$ cat src/rtl/sps_pkg.sv
// shared types, constants and helpers of the substitution profile sampler
// used by every module of the block
package sps_pkg;

	localparam int ALPHABET_SIZE = 26;
	localparam int FRACTION_BITS = 16;
	localparam int COUNT_BITS    = 32;
	localparam int CELLS         = ALPHABET_SIZE * ALPHABET_SIZE;
	localparam int ADDR_W        = $clog2(CELLS);
	localparam int IDX_W         = $clog2(ALPHABET_SIZE);
	localparam int LEN_W         = $clog2(ALPHABET_SIZE + 1);
	localparam int FRAC_W        = FRACTION_BITS + 1;
	localparam int SUM_W         = FRAC_W + IDX_W;
	localparam int DIVD_W        = COUNT_BITS + FRACTION_BITS;
	localparam int MASK_W        = 26;
	localparam int LETTER_BASE   = 65;

	localparam logic [1:0] CMD_OBSERVE  = 2'd0;
	localparam logic [1:0] CMD_FINALIZE = 2'd1;
	localparam logic [1:0] CMD_MUTATE   = 2'd2;
	localparam logic [1:0] CMD_CLEAR    = 2'd3;

	localparam logic [FRAC_W-1:0] FRAC_ONE = FRAC_W'(1) << FRACTION_BITS;

	typedef struct packed {
		logic [1:0]  cmd;
		logic [7:0]  first_char;
		logic [7:0]  second_char;
		logic [31:0] amount;
		logic [16:0] rate_frac;
		logic [15:0] draw_rate;
		logic [15:0] draw_pick;
	} req_t;

	typedef struct packed {
		logic [7:0] out_char;
		logic       changed;
		logic       counted;
		logic       bad_char;
	} rsp_t;

	typedef struct packed {
		logic [ADDR_W-1:0]     addr;
		logic                  cnt_we;
		logic [COUNT_BITS-1:0] cnt_wd;
		logic                  frac_we;
		logic [FRAC_W-1:0]     frac_wd;
		logic                  rank_we;
		logic [IDX_W-1:0]      rank_wd;
	} store_req_t;

	typedef struct packed {
		logic [COUNT_BITS-1:0] cnt;
		logic [FRAC_W-1:0]     frac;
		logic [IDX_W-1:0]      rank;
	} store_rsp_t;

	function automatic logic [ADDR_W-1:0] cell_addr(input logic [IDX_W-1:0] row,
		input logic [IDX_W-1:0] col);
		cell_addr = ADDR_W'(row) * ADDR_W'(ALPHABET_SIZE) + ADDR_W'(col);
	endfunction

	function automatic logic in_range(input logic [7:0] c);
		in_range = (c >= 8'(LETTER_BASE)) && (c < 8'(LETTER_BASE + ALPHABET_SIZE));
	endfunction

	function automatic logic [IDX_W-1:0] letter_idx(input logic [7:0] c);
		letter_idx = IDX_W'(c - 8'(LETTER_BASE));
	endfunction

	function automatic logic in_alpha(input logic [MASK_W-1:0] mask,
		input logic [IDX_W-1:0] idx);
		logic [31:0] wide;
		wide = 32'(mask);
		in_alpha = (32'(idx) < 32'(MASK_W)) && wide[idx];
	endfunction

endpackage

$ cat src/rtl/sps_div.sv
// restoring divider, one quotient bit per cycle, result saturated at one
// depends on sps_pkg
module sps_div (
	input  logic                          clk,
	input  logic                          arst_n,
	input  logic                          start,
	input  logic [sps_pkg::COUNT_BITS-1:0] count,
	input  logic [sps_pkg::COUNT_BITS-1:0] divisor,
	output logic                          done,
	output logic [sps_pkg::FRAC_W-1:0]     quot
);
	import sps_pkg::*;

	localparam int ITER_W = $clog2(DIVD_W + 1);

	logic [COUNT_BITS:0]   rem_q;
	logic [DIVD_W-1:0]     dvd_q;
	logic [COUNT_BITS-1:0] dvs_q;
	logic [FRAC_W-1:0]     q_q;
	logic                  ovf_q;
	logic [ITER_W-1:0]     iter_q;
	logic                  busy_q;
	logic [COUNT_BITS:0]   rem_sh;
	logic                  qbit;

	assign rem_sh = {rem_q[COUNT_BITS-1:0], dvd_q[DIVD_W-1]};
	assign qbit   = rem_sh >= {1'b0, dvs_q};

	always_ff @(posedge clk or negedge arst_n) begin
		if (!arst_n) begin
			busy_q <= 1'b0;
			done   <= 1'b0;
			iter_q <= '0;
			rem_q  <= '0;
			dvd_q  <= '0;
			dvs_q  <= '0;
			q_q    <= '0;
			ovf_q  <= 1'b0;
			quot   <= '0;
		end else begin
			done <= 1'b0;
			if (start) begin
				busy_q <= 1'b1;
				iter_q <= '0;
				rem_q  <= '0;
				dvd_q  <= {count, FRACTION_BITS'(0)};
				dvs_q  <= divisor;
				q_q    <= '0;
				ovf_q  <= 1'b0;
			end else if (busy_q) begin
				rem_q  <= qbit ? rem_sh - {1'b0, dvs_q} : rem_sh;
				dvd_q  <= dvd_q << 1;
				q_q    <= {q_q[FRAC_W-2:0], qbit};
				ovf_q  <= ovf_q | q_q[FRAC_W-1];
				iter_q <= iter_q + 1'b1;
				if (iter_q == ITER_W'(DIVD_W - 1)) begin
					busy_q <= 1'b0;
					done   <= 1'b1;
					if (ovf_q || q_q[FRAC_W-1] || ({q_q[FRAC_W-2:0], qbit} > FRAC_ONE)) begin
						quot <= FRAC_ONE;
					end else begin
						quot <= {q_q[FRAC_W-2:0], qbit};
					end
				end
			end
		end
	end

endmodule

$ cat config.mk
export PLATFORM = sky130hd
export DESIGN_NAME = sps_div
export DESIGN_NICKNAME = d
export VERILOG_FILES = /design/src/rtl/sps_pkg.sv /design/src/rtl/sps_div.sv
export SDC_FILE = /design/constraint.sdc
export NUM_CORES = 1
export LEC_CHECK = 0
export BUFFER_PORTS_ARGS = -buffer_cell sky130_fd_sc_hd__buf_2
export CAP_MARGIN = 20
export CORE_ASPECT_RATIO = 1.4
export CORE_MARGIN = 3
export CORE_UTILIZATION = 55
export DETAILED_ROUTE_END_ITERATION = 7
export PLACE_DENSITY = 0.75
export SLEW_MARGIN = 30
export SYNTH_ARGS = -nofsm -noshare
export SYNTH_HDL_FRONTEND = slang
export SYNTH_SLANG_ARGS = --single-unit
$ cat constraint.sdc
create_clock -name clk -period 7.1 [get_ports clk]
set_input_delay 0.355 -clock clk [delete_from_list [all_inputs] [get_ports clk]]
set_output_delay 0.355 -clock clk [all_outputs]
set_load 0.05 [all_outputs]
After elaboration in Yosys (flattened, before gate mapping)
Cells that the tools add are included.

cells by class
  shift-type cells = 0
  bitwise logic cells = 2
  multiply operators = 0
  equal/unequal tests = 1
  reduce and logical (&&, ||, !) cells = 4
  multiplexer cells = 18
  add/sub/neg operators = 2
  $lt $le $gt $ge = 2
  div/mod/pow operators = 0

operators by type and width
  cell                                                   number
  two-way mux 32 bit                                     3
  two-way mux 48 bit                                     2
  two-way mux 17 bit                                     3
  >= comparator 33 x 32 -> 1 bit                         1
  subtractor 32 bit                                      1
  greater-than comparator 17 bit, second input constant  1
  two-way mux 6 bit                                      2
  two-way mux 1 bit                                      8
  adder 6 x 1 -> 6 bit, second input constant            1
  == test 6 bit, second input constant                   1
  AND reduction 3 bit                                    1
  logical OR 1 bit                                       2
  nonzero test 2 bit                                     1
  NOT 1 bit                                              1
  bitwise OR 1 bit                                       1

word-level totals
  bits in latches = 0
  memories = 0
  memory bits (writable) = 0
  register bits = 155
  output and inout bits = 18
  bits in read-only memories = 0

Depth between registers and ports, before layout
Gate-level depths: netlist of run 1.

  depth in word-level cells = 4
  mapped depth = 13

Worst setup path before layout of run 1
OpenSTA, ideal clock, no wires.

  path type = flip-flop to flip-flop
  start point = reg rem_q[7]
  end point = reg quot[10] in the netlist's numbering
  clock period less this slack = 2.860 ns
  slack = 4.240 ns
  stages on the path, launching flop included = 12
  arrival time = 2.793 ns
  data required time = 7.033 ns
  buffers on the path = 2
  library setup time = 0.067 ns
  path through = dfrtp_1 -> ha_1 -> a21o_1 -> o21bai_1 -> a2111oi_4 -> a211oi_1 -> or3_1 -> buf_6 -> o21ai_2 -> nor4b_4 -> buf_6 -> a22o_1

on the way
  longest elaborated chain between the ends = 4

RTL lines
  what                            line           RTL
  start, declared                 sps_div.sv:16  logic [COUNT_BITS:0] rem_q;
  start signal, assigned          sps_div.sv:51  rem_q <= qbit ? rem_sh - {1'b0, dvs_q} : rem_sh;
  >= comparator 33 x 32 -> 1 bit  sps_div.sv:27  assign qbit = rem_sh >= {1'b0, dvs_q};
  greater-than comparator 17 bit  sps_div.sv:59  if (ovf_q || q_q[FRAC_W-1] || ({q_q[FRAC_W-2:0], qbit} > FRAC_ONE)) begin
  logical OR 1 bit                sps_div.sv:59
  two-way mux 17 bit              sps_div.sv:59
  end signal, assigned            sps_div.sv:62  quot <= {q_q[FRAC_W-2:0], qbit};
  end, declared                   sps_div.sv:10  output logic [sps_pkg::FRAC_W-1:0] quot

Every way passes these cells.
A chain may end at the register's enable or synchronous reset.

Worst setup path after layout of run 1
  start point = reg rem_q[23]
  end point = reg quot[13] in the netlist's numbering

Same word-level chain as after synthesis.

==> results by group, run 1 <==
Finish
  – Antenna fix cells: 0
  – Leading cell type in the layout, fill and taps excluded: sky130_fd_sc_hd__dfrtp_1
  – NumNets Final: 1008
  – Share of final-layout standard cells stronger than drive strength 1: 13.9%
  – Most used cells in the layout excluding fill and tap cells: sky130_fd_sc_hd__dfrtp_1 (138), sky130_fd_sc_hd__nand2_1 (99), sky130_fd_sc_hd__o21ai_0 (86)
  – Area Growth Syn to Fin: 13.7%

Worst setup path
  – Critical path's largest stage delay: between 0.7 and 0.8 ns
  – Number of cell instances on the worst register-to-register path: 9
  – Reg-to-reg critical path endpoint: quot[13]
  – Start-to-end type of the worst setup path: reg -> reg
  – Slowest cell on crit path: sky130_fd_sc_hd__or3_1
  – Reg2Reg Launch Point: rem_q[23]
  – Critical Path Start Type: register
  – Minimum setup slack among reg-to-reg paths: 3.41 ns
  – Req. time, crit path: approximately 7.5 ns
  – Arrival time of data at the critical path endpoint: 4.05 ns
  – Maximum fanout along the worst path: 15
  – Worst setup EP type: register
  – Crit-path cells: ha_1 -> a21oi_1 -> o21ai_0 -> a221oi_1 -> nor3_1 -> or3_1 -> o21ai_2 -> nor4b_4 -> a22o_1

Power
  – Sum of internal, switching and leakage power: between 3 and 4 mW
  – Peak ir drop on the vdd network: 0.175 mV
  – Static Leakage: roughly 4.5 nW
  – Cell Pwr Density: 382 nW/um^2

Hold path
  – Worst hold path type: in -> reg
  – Endpoint of the worst hold-timing path: dvd_q[30]
  – Hold Crit Depth: 3
  – Min-delay src: count[14]

Route
  – Via Count: 6229
  – Count of antenna-violating nets left after detailed routing: 0
  – Routed via count divided by cell count: roughly 5.7
  – Drc violations: 0
  – Total length of routed wires: 16700 um
  – Router iterations before antenna repair: 5
  – DRC violation total after the first TritonRoute iteration: ~300
  – Detail-routed net length per standard cell: ~15 um

Die
  – Number of primary I/O pins: 85
  – Die height: ~150 um
  – Area of the die: between 15000 and 20000 um^2
  – Floorplan core area: between 10000 and 15000 um^2
  – Standard-cell rows: 50
  – Die width: ~110 um
  – Initial Utilization: between 50% and 60%

Timing
  – Final-report hold violation count: 0
  – Highest clock rate: ~270 MHz
  – RSZ-0062 raised after global routing: false
  – Setup TNS: 0 ns
  – Relative slew slack: between 40 and 50%
  – Setup-failing EPs final: 0
  – Tmin final: 3.69 ns
  – Fraction of the cycle the final worst path needs: between 50% and 60%
  – Least-Margin Pin Slew: about 0.85 ns
  – Pins over their slew limit: 0
  – Clk_skew: about 0.0084 ns

Place
  – Post-DP HPWL: about 11000 um
  – GPL Wtd Cong: a little over 0.9
  – Number of port buffers: 84

Global route
  – First-pass GRT wire length: between 20000 and 30000 um
  – Total routing resource utilization after global routing: 22.5%
  – Initial antenna violation count: 0
  – Via count of the first global-routing pass: a little over 6000
  – Aggregate global routing overflow: 0
  – Pin count of the biggest net entering global routing: slightly below 100

Flow run
  – Number of max-cap violations: 0

Clocking
  – Bufs on Longest Clock Path: 2
  – # hold bufs at CTS: 1
  – Clk Latency, worst-skew pair: approximately 0.42 ns
  – Post-CTS setup-driven buffer insertion count: 0
  – Number of sinks driven by the clock tree: approximately 140
  – Post_cts resized: 0
  – CTS H-tree lvls: 4
  – Root Driver: sky130_fd_sc_hd__clkbuf_16
  – Reg clk slew, reported paths: approximately 0.06 ns
  – TritonCTS clock tree: yes
  – Inserted Clock Buffers: 17

Synth
  – Synthesized area per cell: ~9.1 um^2
  – Number of distinct library cells after synthesis: 59
  – Net count after synthesis: ~950
  – Synth Flop Type: sky130_fd_sc_hd__dfrtp_1
  – Total standard cell area after synthesis: approximately 7800 um^2
  – Number of enable flip-flop cells after synthesis: 0
  – Gate Count Post-Synth: 853
  – Synth async-reset ratio: between 90% and 100%
  – #FFs+latches synth: around 140
  – Yosys warns: 0
  – Register area share after synthesis: roughly 45%

Outcome
  – Status: complete, no violations
stage by stage:
step	hold slack, ns	setup WS, ns	util (%)	std cells	cell area (um^2)
2_1_floorplan	0.0594	4.24	-	853	7800
3_3_place_gp	0.444	3.56	60.7	1068	8270
3_5_place_dp	0.451	3.46	60.7	1068	8280
4_1_cts	0.122	3.41	64.9	1101	8850
5_1_grt	0.131	3.03	65.0	1102	8860
6_report	0.130	3.41	65.0	1102	8860
registers in the layout, indices dropped and copies added (netlist names):
register and flops:
dvs_q 32, iter_q 6, dvd_q 32, busy_q 1
quot 17, rem_q 32, ovf_q 1, q_q 17
done 1
critical path, delay by kind of cell (launching register included):
family	cells	cell delay, ns
compound gates	5	1.29
fa+ha+maj	1	0.42
flops	1	0.40
simple gates	3	1.52
layer usage:
metal | wire length, um | vias up | GRT usage, %
li1 | - | 3125 | -
met1 | 7520 | 2968 | 29.6
met2 | 8330 | 112 | 38.0
met3 | 555 | 24 | 3.69
met4 | 307 | 0 | 7.42
met5 | 0 | - | 0
cells in the mapped netlist, types with 3 or more instances:
cell / number / area share (%)
sky130_fd_sc_hd__a21o_1: 12 / 1.2
sky130_fd_sc_hd__nand4_1: 10 / 0.80
sky130_fd_sc_hd__o221ai_1: 3 / 0.34
sky130_fd_sc_hd__clkbuf_1: 45 / 2.2
sky130_fd_sc_hd__nand2b_1: 14 / 1.1
sky130_fd_sc_hd__dfrtp_1: 139 / 45
sky130_fd_sc_hd__and3_1: 6 / 0.48
sky130_fd_sc_hd__a31oi_1: 3 / 0.24
sky130_fd_sc_hd__buf_1: 6 / 0.29
sky130_fd_sc_hd__or3_1: 4 / 0.32
sky130_fd_sc_hd__a21oi_1: 55 / 3.5
sky130_fd_sc_hd__o22ai_1: 3 / 0.24
sky130_fd_sc_hd__xnor2_1: 20 / 2.2
sky130_fd_sc_hd__o211ai_1: 5 / 0.48
sky130_fd_sc_hd__nor4_1: 7 / 0.56
sky130_fd_sc_hd__ha_1: 33 / 5.3
sky130_fd_sc_hd__nand2_1: 99 / 4.8
sky130_fd_sc_hd__mux2i_1: 53 / 6.8
sky130_fd_sc_hd__o21ai_0: 86 / 5.5
sky130_fd_sc_hd__o31ai_1: 4 / 0.39
sky130_fd_sc_hd__xor2_1: 11 / 1.2
sky130_fd_sc_hd__nor2_1: 77 / 3.7
sky130_fd_sc_hd__o2111ai_1: 3 / 0.34
sky130_fd_sc_hd__o21bai_1: 5 / 0.48
sky130_fd_sc_hd__a211oi_1: 29 / 2.8
sky130_fd_sc_hd__inv_1: 43 / 2.1
sky130_fd_sc_hd__nand3_1: 13 / 0.83
sky130_fd_sc_hd__a22o_1: 15 / 1.7
sky130_fd_sc_hd__nor3_1: 8 / 0.51
layout make-up:
type	count	area [um^2]
Sequential cell	139	3480
Fill cell	1181	4770
Inverter	43	161
Timing Repair Buffer	90	484
Clock inverter	13	134
Tap cell	182	228
Multi-Input combinational cell	616	3940
Clock buffer	19	433
how the worst max path moves through the flow:
stage / from / end / slack [ns] / cells past startpoint
after floorplan: rem_q[7] / quot[10] / 4.24 / 11
after global placement: rem_q[23] / quot[6] / 3.56 / 9
after detailed placement: rem_q[23] / quot[13] / 3.46 / 9
after CTS: rem_q[23] / quot[13] / 3.41 / 9
after global routing: rem_q[23] / quot[10] / 3.03 / 9
final: rem_q[23] / quot[13] / 3.41 / 9
cells by family (layout without fill, tap and decap cells):
logic type	count (synthesis)	in the layout	synth area share, %
compound gates	242	242	19.5
xor+xnor	31	31	3.48
fa+ha+maj	34	34	5.55
buf+inv	98	165	4.94
flops	139	139	44.6
mux	54	54	6.95
simple gates	255	255	15.0
power breakdown:
part / switching, mW / internal (mW)
Sequential: 0.0893 / 0.917
Clock: 0.365 / 0.491
Combinational: 0.901 / 0.622
Total: 1.36 / 2.03
Note: power is estimated with default switching activity, not from simulation.
==> inputs of run 2 (changes only) <==
CORE_UTILIZATION = 54   (was 55)
PLACE_DENSITY = 0.77   (was 0.75)
clock period = 3.1 ns   (was 7.1 ns; I/O delays follow)
==> results by group, run 2 (synthesis gave the netlist of run 1 again) <==
Worst setup path
  – Req. time, crit path: 3.46 ns (-4.00 ns)
  – Reg-to-reg critical path endpoint: quot[5]
  – Number of cell instances on the worst register-to-register path: 10 (+1)
  – Slowest cell on crit path: sky130_fd_sc_hd__a2111oi_4
  – Minimum setup slack among reg-to-reg paths: 0.17 ns (-3.23 ns)
  – Family with the most delay on the worst path: compound AO/OA/AOI/OAI gates
  – Critical path's largest stage delay: 0.42 ns (-0.29 ns)
  – Worst setup EP type: register
  – Buffers & Inverters on Critical Path: 1 (+1)
  – Reg2Reg Launch Point: rem_q[7]
  – Arrival time of data at the critical path endpoint: 3.28 ns (-0.77 ns)
  – Start-to-end type of the worst setup path: reg -> reg
  – Maximum fanout along the worst path: 15 (unchanged)
  – Crit-path cells: ha_1 -> a21o_1 -> o21bai_1 -> a2111oi_4 -> a211oi_2 -> or3_4 -> o21ai_2 -> nor4b_4 -> buf_6 -> a22o_1
  – Critical Path Start Type: register

Timing
  – Fraction of the cycle the final worst path needs: 94.4% (+42 points)
  – Pins over their slew limit: 0 (unchanged)
  – Final-report hold violation count: 0 (unchanged)
  – Setup-failing EPs final: 0 (unchanged)
  – Setup TNS: 0 ns (unchanged)
  – Highest clock rate: 342 MHz (+26%)
  – Least-Margin Pin Slew: 0.695 ns (-0.157 ns)
  – Tmin final: 2.93 ns (-0.767 ns)
  – Clk_skew: 0.00907 ns (+0.000699 ns)
  – Relative slew slack: 53.7% (+10 points)

Flow run
  – Number of max-cap violations: 0 (unchanged)

Global route
  – Pin count of the biggest net entering global routing: 189 (+91%)
  – Via count of the first global-routing pass: 6762 (+8.7%)
  – First-pass GRT wire length: 31600 um (+8.2%)
  – Total routing resource utilization after global routing: 24.4% (+1.9 points)
  – Aggregate global routing overflow: 0 (unchanged)
  – Initial antenna violation count: 0 (unchanged)

Clocking
  – Root Driver: sky130_fd_sc_hd__clkbuf_16
  – Clk Latency, worst-skew pair: 0.42 ns (about the same)
  – TritonCTS clock tree: yes
  – Post-CTS setup-driven buffer insertion count: 0 (unchanged)
  – Inserted Clock Buffers: 17 (unchanged)
  – Bufs on Longest Clock Path: 2 (unchanged)
  – Reg clk slew, reported paths: 0.06 ns (about the same)
  – CTS H-tree lvls: 4 (unchanged)
  – Number of sinks driven by the clock tree: 139 (unchanged)

Power
  – Internal power: 4.95 mW (+140%)
  – Sum of internal, switching and leakage power: 8.20 mW (+140%)
  – Static Leakage: 4.93 nW (+8.5%)
  – Fraction of power spent switching nets: 39.6% (-0.48 points)
  – Peak ir drop on the vdd network: 0.378 mV (+120%)
  – Sequential share of power: 28.1% (-1.6 points)
  – Cell Pwr Density: 844 nW/um^2 (+120%)
  – Switching power: 3.24 mW (+140%)
  – Combinational fraction of design power: 46.3% (+1.3 points)
  – Proportion of power drawn by the clock network: 25.5% (+0.2 points)

Finish
  – NumNets Final: 1087 (+7.8%)
  – Most used cells in the layout excluding fill and tap cells: sky130_fd_sc_hd__dfrtp_1 (138), sky130_fd_sc_hd__nand2_1 (99), sky130_fd_sc_hd__o21ai_0 (86)
  – Leading cell type in the layout, fill and taps excluded: sky130_fd_sc_hd__dfrtp_1
  – Antenna fix cells: 0 (unchanged)
  – Finished Cell Area: 9710 um^2 (+9.6%)
  – Area Growth Syn to Fin: 24.5%
  – Fin util: 69.2% (+4.2 points)
  – Share of final-layout standard cells stronger than drive strength 1: 14.9% (+1.0 points)
  – Largest registers: dvd_q x32, dvs_q x32, rem_q x32

Route
  – Count of antenna-violating nets left after detailed routing: 0 (unchanged)
  – Drc violations: 0 (unchanged)
  – Via Count: 6706 (+7.7%)
  – Router iterations before antenna repair: 5 (unchanged)
  – Total length of routed wires: 18700 um (+12%)
  – Detail-routed net length per standard cell: 15.8 um (+4.1%)
  – Routed via count divided by cell count: 5.66 (+0.20%)
  – DRC violation total after the first TritonRoute iteration: 367 (+20%)

Die
  – Die width: 108 um (+0.87%)
  – Floorplan core area: 14000 um^2 (+2.9%)
  – Number of primary I/O pins: 85 (unchanged)
  – Area of the die: 15900 um^2 (+1.8%)
  – Initial Utilization: 55.6% (-1.6 points)
  – Standard-cell rows: 51 (+2.0%)
  – Die height: 148 um (+0.88%)

Outcome
  – Status: complete, no violations

Hold path
  – Worst hold path type: in -> async

Place
  – Post-DP HPWL: 11800 um (+3.9%)
  – Cell Area, Placed: 8430 um^2 (+1.9%)
  – Number of port buffers: 84 (unchanged)
  – GPL Wtd Cong: 0.897 (-2.2%)
==> run 2: cell types whose count changed in the layout (fill, tap and decap cells not counted), moves of 2 or more <==
cell	delta
sky130_fd_sc_hd__buf_4	+13
sky130_fd_sc_hd__clkinvlp_4	-2
sky130_fd_sc_hd__buf_12	+3
sky130_fd_sc_hd__dlygate4sd3_1	+64
sky130_fd_sc_hd__inv_8	+3
sky130_fd_sc_hd__clkbuf_1	-2
==> run 2: stage by stage <==
stage / setup slack (ns) / hold WS (ns) / cells
detailed placement: 0.0586 / 0.221 / 1087
CTS: 0.0420 / 0.327 / 1184
global placement: 0.145 / 0.224 / 1087
finish: 0.174 / 0.316 / 1184
floorplan: 0.240 / -0.141 / 853
global route: -0.0281 / 0.371 / 1184
==> run 2: worst max-delay path by stage <==
stage | slack, ns | cells past startpoint | to | from
2_1_floorplan | 0.24 | 11 | quot[10] | rem_q[7]
3_3_place_gp | 0.14 | 10 | quot[1] | rem_q[17]
3_5_place_dp | 0.06 | 10 | quot[2] | rem_q[17]
4_1_cts | 0.04 | 10 | quot[5] | rem_q[17]
5_1_grt | -0.03 | 9 | rem_q[4] | rem_q[16]
6_report | 0.17 | 10 | quot[5] | rem_q[7]
==> run 2: area by class of cell <==
| cell class | count | area (um^2) |
|---|---|---|
| clock buffers | 17 | 425 |
| clock inverters | 15 | 179 |
| fillers | 1074 | 4330 |
| inverters | 43 | 161 |
| multi-input cells | 616 | 3960 |
| flip-flops and latches | 139 | 3480 |
| well taps | 185 | 231 |
| repair buffers | 169 | 1270 |
==> run 2: layer usage <==
metal / GRT usage (%) / wire [um]
met1: 30.9 / 8080
met2: 42.1 / 9560
met3: 3.95 / 666
met4: 8.97 / 391
met5: 0 / 0
==> run 2: repair_timing <==
action / 4_1_cts / 5_1_grt
endpoints found under the hold margin: 139 / 0
hold buffers: 65 / 0
setup endpoints to repair: 0 / 29
gates resized for setup: 0 / 5
==> run 2: power by group through the flow <==
stage	Sequential (mW)	Combinational, mW	Clock (mW)
6_report	2.31	3.80	2.09
2_1_floorplan	2.28	2.73	0
5_1_grt	2.34	4.23	2.20
3_3_place_gp	2.32	3.57	0
3_5_place_dp	2.33	3.61	0
4_1_cts	2.30	3.73	2.12
==> inputs of run 3 (changes only) <==
CELL_PAD_IN_SITES_DETAIL_PLACEMENT = 1   (was not set)
CELL_PAD_IN_SITES_GLOBAL_PLACEMENT = 2   (was not set)
CORE_UTILIZATION = 33   (was 54)
PLACE_DENSITY = not set   (was 0.77)
PLACE_DENSITY_LB_ADDON = 0.1   (was not set)
SETUP_SLACK_MARGIN = 0.5   (was not set)
==> results by group, run 3 (synthesis gave the netlist of run 1 again) <==
Outcome
  – Status: complete, no violations

Timing
  – Pins over their slew limit: 0 (unchanged)
  – Relative slew slack: 36.1% (-18 points)
  – Final-report hold violation count: 0 (unchanged)
  – Crit path setup slack, layout: 0.400 ns (+0.227 ns)
  – RSZ-0062 raised after global routing: true
  – Least-Margin Pin Slew: 0.958 ns (+0.263 ns)
  – Tmin final: 2.70 ns (-0.227 ns)
  – Clk_skew: 0.0101 ns (+0.00100 ns)
  – Highest clock rate: 370 MHz (+8.4%)
  – Setup-failing EPs final: 0 (unchanged)
  – Fraction of the cycle the final worst path needs: 87.1% (-7.3 points)

Finish
  – Most used cells in the layout excluding fill and tap cells: sky130_fd_sc_hd__dfrtp_1 (138), sky130_fd_sc_hd__nand2_1 (92), sky130_fd_sc_hd__buf_2 (82)
  – Finished Cell Area: 11400 um^2 (+17%)
  – Share of final-layout standard cells stronger than drive strength 1: 32.0% (+17 points)
  – NumNets Final: 1149 (+5.7%)
  – Leading cell type in the layout, fill and taps excluded: sky130_fd_sc_hd__dfrtp_1
  – Antenna fix cells: 0 (unchanged)
  – Fill count: 2486 (+130%)
  – Final Instance Count excl. Fillers: 1362 (+15%)
  – Largest registers: dvd_q x32, dvs_q x32, rem_q x32
  – Area Growth Syn to Fin: 46.0%

Die
  – Floorplan core area: 22900 um^2 (+63%)
  – Die height: 188 um (+27%)
  – Initial Utilization: 34.1% (-21 points)
  – Area of the die: 25500 um^2 (+60%)
  – Die width: 136 um (+26%)
  – Standard-cell rows: 65 (+27%)
  – Number of primary I/O pins: 85 (unchanged)

Global route
  – Global-route met2 utilization: 32.5% (-9.6 points)
  – Met3 demand-to-capacity share in global routing: 3.33% (-0.62 points)
  – Via count of the first global-routing pass: 7533 (+11%)
  – Global-route layer with the greatest usage: met2
  – Aggregate global routing overflow: 0 (unchanged)
  – First-pass GRT wire length: 38000 um (+20%)
  – Initial antenna violation count: 0 (unchanged)
  – Pin count of the biggest net entering global routing: 189 (unchanged)
  – Fraction of met1 tracks used by global routing: 23.2% (-7.7 points)
  – Total routing resource utilization after global routing: 18.4% (-6.0 points)

Place
  – Number of port buffers: 84 (unchanged)
  – Post-DP HPWL: 14800 um (+26%)
  – Setup slack after placement: -0.185 ns (-0.244 ns)
  – Cell Area, Placed: 8790 um^2 (+4.2%)
  – GPL Wtd Cong: 0.893 (-0.38%)
  – Dpl cells: 1221 (+12%)

Worst setup path
  – Worst setup EP type: register
  – Worst setup path endpoint: quot[15]
  – Req. time, crit path: 3.47 ns (about the same)
  – Reg2Reg Launch Point: rem_q[24]
  – Critical Path Start Type: register
  – Reg-to-reg critical path endpoint: quot[15]
  – Arrival time of data at the critical path endpoint: 3.07 ns (-0.21 ns)
  – Minimum setup slack among reg-to-reg paths: 0.40 ns (+0.23 ns)
  – Maximum fanout along the worst path: 15 (unchanged)
  – Worst setup path startpoint: rem_q[24]
  – Number of cell instances on the worst register-to-register path: 10 (unchanged)
  – Start-to-end type of the worst setup path: reg -> reg

Clocking
  – Bufs on Longest Clock Path: 2 (unchanged)
  – CTS H-tree lvls: 4 (unchanged)
  – Number of sinks driven by the clock tree: 139 (unchanged)
  – Root Driver: sky130_fd_sc_hd__clkbuf_16
  – Clk Latency, worst-skew pair: 0.44 ns (+0.02 ns)
  – TritonCTS clock tree: yes
  – Inserted Clock Buffers: 17 (unchanged)
  – Reg clk slew, reported paths: 0.06 ns (about the same)

Route
  – Routed via count divided by cell count: 5.13 (-9.4%)
  – Total length of routed wires: 24100 um (+29%)
  – Detail-routed net length per standard cell: 17.7 um (+12%)
  – Drc violations: 0 (unchanged)
  – DRC violation total after the first TritonRoute iteration: 343 (-6.5%)
  – Via Count: 6989 (+4.2%)
  – Count of antenna-violating nets left after detailed routing: 0 (unchanged)
  – Router iterations before antenna repair: 4 (-1)

Power
  – Static Leakage: 5.40 nW (+9.4%)
  – Peak ir drop on the vdd network: 0.581 mV (+54%)
  – Cell Pwr Density: 983 nW/um^2 (+16%)

Flow run
  – Number of max-cap violations: 0 (unchanged)

Hold path
  – Worst hold path type: in -> reg
## run 3: changes by cell type in the layout (fill, tap and decap cells not counted), moves of 7 or more
cell,delta
sky130_fd_sc_hd__buf_4,+46
sky130_fd_sc_hd__a21oi_1,-28
sky130_fd_sc_hd__ha_1,-23
sky130_fd_sc_hd__ha_4,+21
sky130_fd_sc_hd__a21oi_2,+20
sky130_fd_sc_hd__a211oi_1,-15
sky130_fd_sc_hd__a211oi_2,+13
sky130_fd_sc_hd__nor2_1,-12
sky130_fd_sc_hd__o21ai_0,-11
sky130_fd_sc_hd__nor2_4,+9
sky130_fd_sc_hd__a21oi_4,+8
sky130_fd_sc_hd__nand2_1,-7
## run 3: worst min path at each step
stage	start	endpoint	slack (ns)	depth (start not counted)
2_1_floorplan	arst_n	busy_q	-0.14	0
3_3_place_gp	arst_n	quot[8]	0.36	1
3_5_place_dp	arst_n	quot[7]	0.37	1
4_1_cts	start	rem_q[13]	0.25	4
5_1_grt	start	rem_q[13]	0.29	4
6_report	start	rem_q[13]	0.27	4
## run 3: power breakdown
| group | total, mW | switching (mW) | internal, mW |
|---|---|---|---|
| Combinational | 6.68 | 3.44 | 3.24 |
| Clock | 2.14 | 0.842 | 1.29 |
| Sequential | 2.38 | 0.277 | 2.10 |
## run 3: per-layer routing
layer	part of all wire, %	up-vias
met5	0	-
met4	1.1	0
met3	2.3	19
met2	52	78
met1	44	3494
li1	-	3398
## run 3: what timing repair did
action | 4_1_cts | 5_1_grt
endpoints found under the hold margin | 169 | 0
hold buffers | 65 | 0
cloned | 0 | 3
pin swaps | 17 | 49
buffers inserted | 28 | 13
gates resized for setup | 63 | 127
setup endpoints to repair | 49 | 48
## run 3: worst max-delay path, cell delays in order, from the launching register on
cell and delay (ns):
sky130_fd_sc_hd__dfrtp_1 0.43, sky130_fd_sc_hd__ha_1 0.36, sky130_fd_sc_hd__and4_4 0.21, sky130_fd_sc_hd__and3_1 0.19, sky130_fd_sc_hd__nand4_1 0.08, sky130_fd_sc_hd__o211ai_1 0.15, sky130_fd_sc_hd__or3_4 0.46, sky130_fd_sc_hd__o21ai_2 0.15
sky130_fd_sc_hd__nor4b_4 0.27, sky130_fd_sc_hd__buf_12 0.19, sky130_fd_sc_hd__a22o_1 0.14
## run 3: layout make-up
cell class / count / area [um^2] / area share (%)
Tap cell: 301 / 377 / 3.31
Clock inverter: 12 / 163 / 1.43
Clock buffer: 20 / 447 / 3.92
Timing Repair Buffer: 231 / 1880 / 16.5
Multi-Input combinational cell: 616 / 4880 / 42.9
Sequential cell: 139 / 3480 / 30.6
Inverter: 43 / 161 / 1.42
## run 3: per-stage QoR
step,TNS (ns),util (%),total power [mW],hold slack [ns]
5_1_grt,0,49.8,11.9,0.290
3_3_place_gp,-0.708,38.5,6.41,0.356
3_5_place_dp,-2.32,38.5,6.47,0.368
2_1_floorplan,0,-,5.09,-0.141
4_1_cts,0,46.6,9.55,0.255
6_report,0,49.8,11.2,0.272
